**config.mk**
```make
export PLATFORM = sky130hd
export DESIGN_NAME = msa_ram
export DESIGN_NICKNAME = d
export VERILOG_FILES = /design/src/rtl/msa_pkg.sv /design/src/rtl/msa_ram.sv
export SDC_FILE = /design/constraint.sdc
export NUM_CORES = 2
export LEC_CHECK = 0
export BUFFER_PORTS_ARGS = -buffer_cell sky130_fd_sc_hd__buf_2
export CAP_MARGIN = 20
export CORE_AREA = 8 8 409 411
export CTS_CLUSTER_DIAMETER = 120
export DETAILED_ROUTE_END_ITERATION = 6
export DIE_AREA = 0 0 417 419
export PLACE_DENSITY = 0.75
export SETUP_SLACK_MARGIN = 0.15
export SLEW_MARGIN = 10
export SYNTH_ARGS = -nofsm -noshare
export SYNTH_HDL_FRONTEND = slang
export SYNTH_SLANG_ARGS = --single-unit
```
**constraint.sdc**
```tcl
create_clock -name clk -period 11.8 [get_ports clk]
set_input_delay 1.77 -clock clk [delete_from_list [all_inputs] [get_ports clk]]
set_output_delay 1.77 -clock clk [all_outputs]
set_load 0.05 [all_outputs]
```
**src/rtl/msa_pkg.sv**
```systemverilog
// ----------------------------------------------------------------------------
// msa_pkg
// Shared types and constants of the ascending merge sorter.
// ----------------------------------------------------------------------------
package msa_pkg;

	localparam int DATA_W        = 32;
	localparam int DEF_MAX_ITEMS = 64;

	typedef logic signed [DATA_W-1:0] data_t;

	typedef enum logic [2:0] {
		S_LOAD,
		S_RUN,
		S_MERGE,
		S_PREP,
		S_EMIT
	} state_t;

endpackage

```
**src/rtl/msa_ram.sv**
```systemverilog
// ----------------------------------------------------------------------------
// msa_ram
// Element store with one write port and two registered read ports.
// ----------------------------------------------------------------------------
module msa_ram #(
	parameter int DEPTH = msa_pkg::DEF_MAX_ITEMS,
	parameter int AW    = 6
) (
	input  logic           clk,
	input  logic           we,
	input  logic [AW-1:0]  waddr,
	input  msa_pkg::data_t wdata,
	input  logic [AW-1:0]  raddr0,
	input  logic [AW-1:0]  raddr1,
	output msa_pkg::data_t rdata0,
	output msa_pkg::data_t rdata1
);

	msa_pkg::data_t mem_q [DEPTH];
	msa_pkg::data_t rd0_q;
	msa_pkg::data_t rd1_q;

	always_ff @(posedge clk) begin
		if (we) begin
			mem_q[waddr] <= wdata;
		end
		rd0_q <= mem_q[raddr0];
		rd1_q <= mem_q[raddr1];
	end

	assign rdata0 = rd0_q;
	assign rdata1 = rd1_q;

endmodule

```
**Yosys cells after proc, flatten, opt, wreduce, memory -nomap -nowiden**

Memory sizes are Yosys's and may differ from the RTL's. A register that Yosys moved wholly into a read port is not among the register bits.
Index checks and enable logic that the tools add are counted.

- Bits in registers: 0
- Latch bits: 0
- RAM bits: 2048
- Bits in read-only memories: 0
- Input bits: 52
- Output and inout port bits: 64
- Logic and storage cells: 3
- Memories kept: 1

- $add $sub $neg: 0
- Multipliers: 0
- Div/mod/pow operators: 0
- Magnitude comparators: 0
- Eq/ne operators: 0
- Shift-type cells: 0
- Multiplexer cells: 2
- Bitwise operators: 0
- Reduce and logical (&&, ||, !) cells: 0

Memory list:

| memory | depth | width | rd ports | clocked after memory_dff | wr ports | line | RTL |
|---|---|---|---|---|---|---|---|
| mem_q | 64 | 32 | 2 | 2 | 1 | msa_ram.sv:19 | `msa_pkg::data_t mem_q [DEPTH];` |

Operators with widths:

| kind | number |
|---|---|
| two-way mux 1 bit | 2 |

**Logic depth before layout (Yosys ltp)**

- Word-level depth: 2
- Depth in mapped cells: 10
- Mapped depth without buffers: 5

**Worst setup path after synthesis**

No wires, ideal clock.

- Path type: input to register
- Start: input waddr[3]
- End: memory mem_q[48][0] in the netlist's numbering (enable)
- Library setup time: 461 ps
- Data arrival time: 4500 ps
- Data required time: 11339 ps
- Path slack: 6839 ps
- Stages: 4
- Buffers on the path: 1
- Path through: clkbuf_1 -> nor2b_1 -> nand4b_1 -> nor3_1

RTL lines:

| what | line | RTL |
|---|---|---|
| start, declared | msa_ram.sv:11 | `input logic [AW-1:0] waddr,` |
| end, declared | msa_ram.sv:19 |  |

No word-level cell before the write port.

==> reports/qor.yml <==
run_status:
  status: "complete, no violations"
timing:
  report.final.setup_viol: 0
  period_minus_slack_ps: 5057
  finalHoldWorstSlack_ps: 889.8
  relSlewSlack: 0.1456
  clock-skew-final_ps: 28.08
  worst_slew_pin_slew_ps: 1277
  hold_viol: 0
  period_share: 0.4285
  max_freq_ghz: 0.1978
  fin_tns_setup_ps: 0
  slew_viol_final: 0
  rsz0062_at_grt: "false"
detailed_routing:
  postRouteAntennaNets: 0
  dr.pass1.iters: 6
  routedWlPerCell_um: 40.61
  drt_first_iter_violations: 8639
  via_count: 52510
  drc: 0
  wl_mm: 280.3
  via_per_inst: 7.608
layout:
  seqCellArea_um2: 62780
  drive_gt1_frac: 0.3792
  multi_input_area_um2: 31650
  area_growth_pct: 10.80
  fin_nets: 4588
  fill_cells: 10070
setup_path:
  r2r_end: "rdata1[8]"
  worst_ep_arrival_time_ps: 5760
  startpoint_type: "input pin"
  r2r_start: "mem_q[22][8]"
  cp_max_fo: 63
  reg2reg_depth: 4
  r2r_setup_slack_ps: 9250
  path_class: "in2reg"
  crit_required_ps: 12500
  end_kind: "flop"
power:
  clockPowerShare: 0.398
  swShare: 0.2283
  p_leak_nw: 33.17
  cellPowerDensity_nw_per_um2: 153.3
  p_sw_mw: 3.710
  seqPwrFrac: 0.514
  p_int_mw: 12.54
  pwr-share-comb: 0.088
  ir_drop_mv: 0.1211
global_route:
  antenna_found_initial: 24
  grtUsageTotal: 0.3194
  grt_pass1_vias: 52760
  grt_start_max_net_pins: 136
  grt_overflow: 0
  grt_pass1_wl_mm: 394.1
floorplan:
  die_w_um: 417
  dieArea_um2: 174700
  io_pins: 116
  die_h_um: 419
  coreArea_um2: 161300
  start_util: 0.5931
  row_count: 148
hold_path:
  min_from: "mem_q[18][25]"
  min_to: "rdata0[25]"
  hp-class: "reg2reg"
  hold_depth: 5
clocking:
  cts_buffers: 205
  clock_sinks: 2112
  cts_tree: "done"
  htree_levels: 4
  clock_latency_ps: 860
  path_clk_slew_ps: 60
  hold_buffers: 0
  cts_setup_buffers: 0
  post_cts_resized: 0
  cts-root-buf: "clkbuf_16"
  clock_path_buffers: 3
yosys:
  synth_fp_nets: 4464
  syn_avg_cell_area_um2: 21.68
  synthTopCellsByArea: "edfxtp_1 64%, mux4_2 26%, mux2i_1 2.1%"
  syn_area_um2: 95660
  ys_seq_elements: 2112
  synth_top_cell_area_share: 0.6429
  synth_common_cells: "2048 x edfxtp_1, 1124 x mux4_2, 204 x mux2i_1"
  yosysMostFrequentCell: "edfxtp_1"
  yosysUniqueCellTypes: 38
  synth_flop_cell: "edfxtp_1"
  yosysWarnings: 0
  async_flop_share: 0
  ys_seq_area_frac: 0.6563
  synth_edf_count: 2048
  synth_cells: 4412
  netlist.top_cell.by_area: "edfxtp_1"
placed_design:
  hpwl_mm: 152.1
  io_buffers: 115
  place_congestion: 0.8310
run:
  drv_cap: 0
==> area by class of cell <==
cell class	count	share of cell area
flip-flops and latches	2112	0.5923
clock buffers	299	0.05521
well taps	2175	0.02568
diodes	14	0.0003305
clock inverters	85	0.006965
repair buffers	264	0.02088
inverters	1	0.00003541
multi-input cells	1952	0.2986
==> logic make-up after synthesis <==
| family | count (synthesis) | synth area share |
|---|---|---|
| mux | 1364 | 0.2902 |
| flops | 2112 | 0.6563 |
| buf+inv | 348 | 0.01826 |
| simple gates | 248 | 0.01133 |
| compound gates | 340 | 0.02392 |
==> power groups by stage <==
stage	Sequential, mW	Combinational (mW)	Clock [mW]
2_1_floorplan	8.60	0.795	0
3_3_place_gp	8.51	1.37	0
3_5_place_dp	8.52	1.38	0
4_1_cts	8.36	1.39	6.49
5_1_grt	8.36	1.48	6.75
6_report	8.36	1.43	6.47
==> cell usage in the layout, fill, tap and decap left out, types with 18 or more instances in the layout <==
master / n
a21oi_1: 58
a22oi_1: 85
buf_12: 26
buf_2: 105
buf_4: 120
clkbuf_1: 65
clkbuf_16: 212
clkbuf_8: 22
clkinv_1: 33
clkinv_2: 27
dfxtp_1: 64
edfxtp_1: 2048
mux2_2: 36
mux2i_1: 204
mux4_2: 1124
nand2_1: 92
nor2_1: 31
nor2_4: 63
o211ai_1: 27
o21ai_0: 18
o21ai_1: 31
o22ai_1: 56
==> worst max-delay path, stage by stage <==
cell and delay (ps):
buf_8 540, buf_4 910, buf_4 860, mux4_2 620, mux4_2 520, o22ai_1 190
nor2_1 70
==> worst max path at each step <==
stage                         start      endpoint  slack, ps  cells past startpoint
after floorplan            waddr[3]  mem_q[48][0]       6840                      4
after detailed placement  raddr1[0]    rdata1[15]       5740                      7
after global placement    raddr1[0]    rdata1[15]       5790                      7
after CTS                 raddr1[0]    rdata1[15]       6600                      7
after global routing      raddr1[0]    rdata1[27]       6470                      7
final                     raddr1[0]    rdata1[27]       6740                      7
==> routing by layer <==
layer	up-vias	track usage	wire length (µm)
met5	-	0.001093	57
met4	10	0.1375	13850
met3	754	0.1030	42170
met2	4258	0.4789	128200
met1	27690	0.4382	96060
li1	19800	-	-
==> registers in the layout, summed over array words and instances, names as in the netlist <==
signal and cells:
rdata0 32, mem_q 2048, rdata1 32
==> stage by stage <==
stage	utilization	cell area, µm²	worst slack [ps]	instances	total power, mW
after detailed placement	0.6129	98860	5736	6481	9.902
final	0.6571	106000	6743	6902	16.25
after global placement	0.6129	98860	5790	6481	9.888
after CTS	0.6538	105500	6599	6865	16.24
after floorplan	-	95660	6839	4412	9.395
after global routing	0.6570	106000	6465	6895	16.59
(Power assumes the default switching activity.)
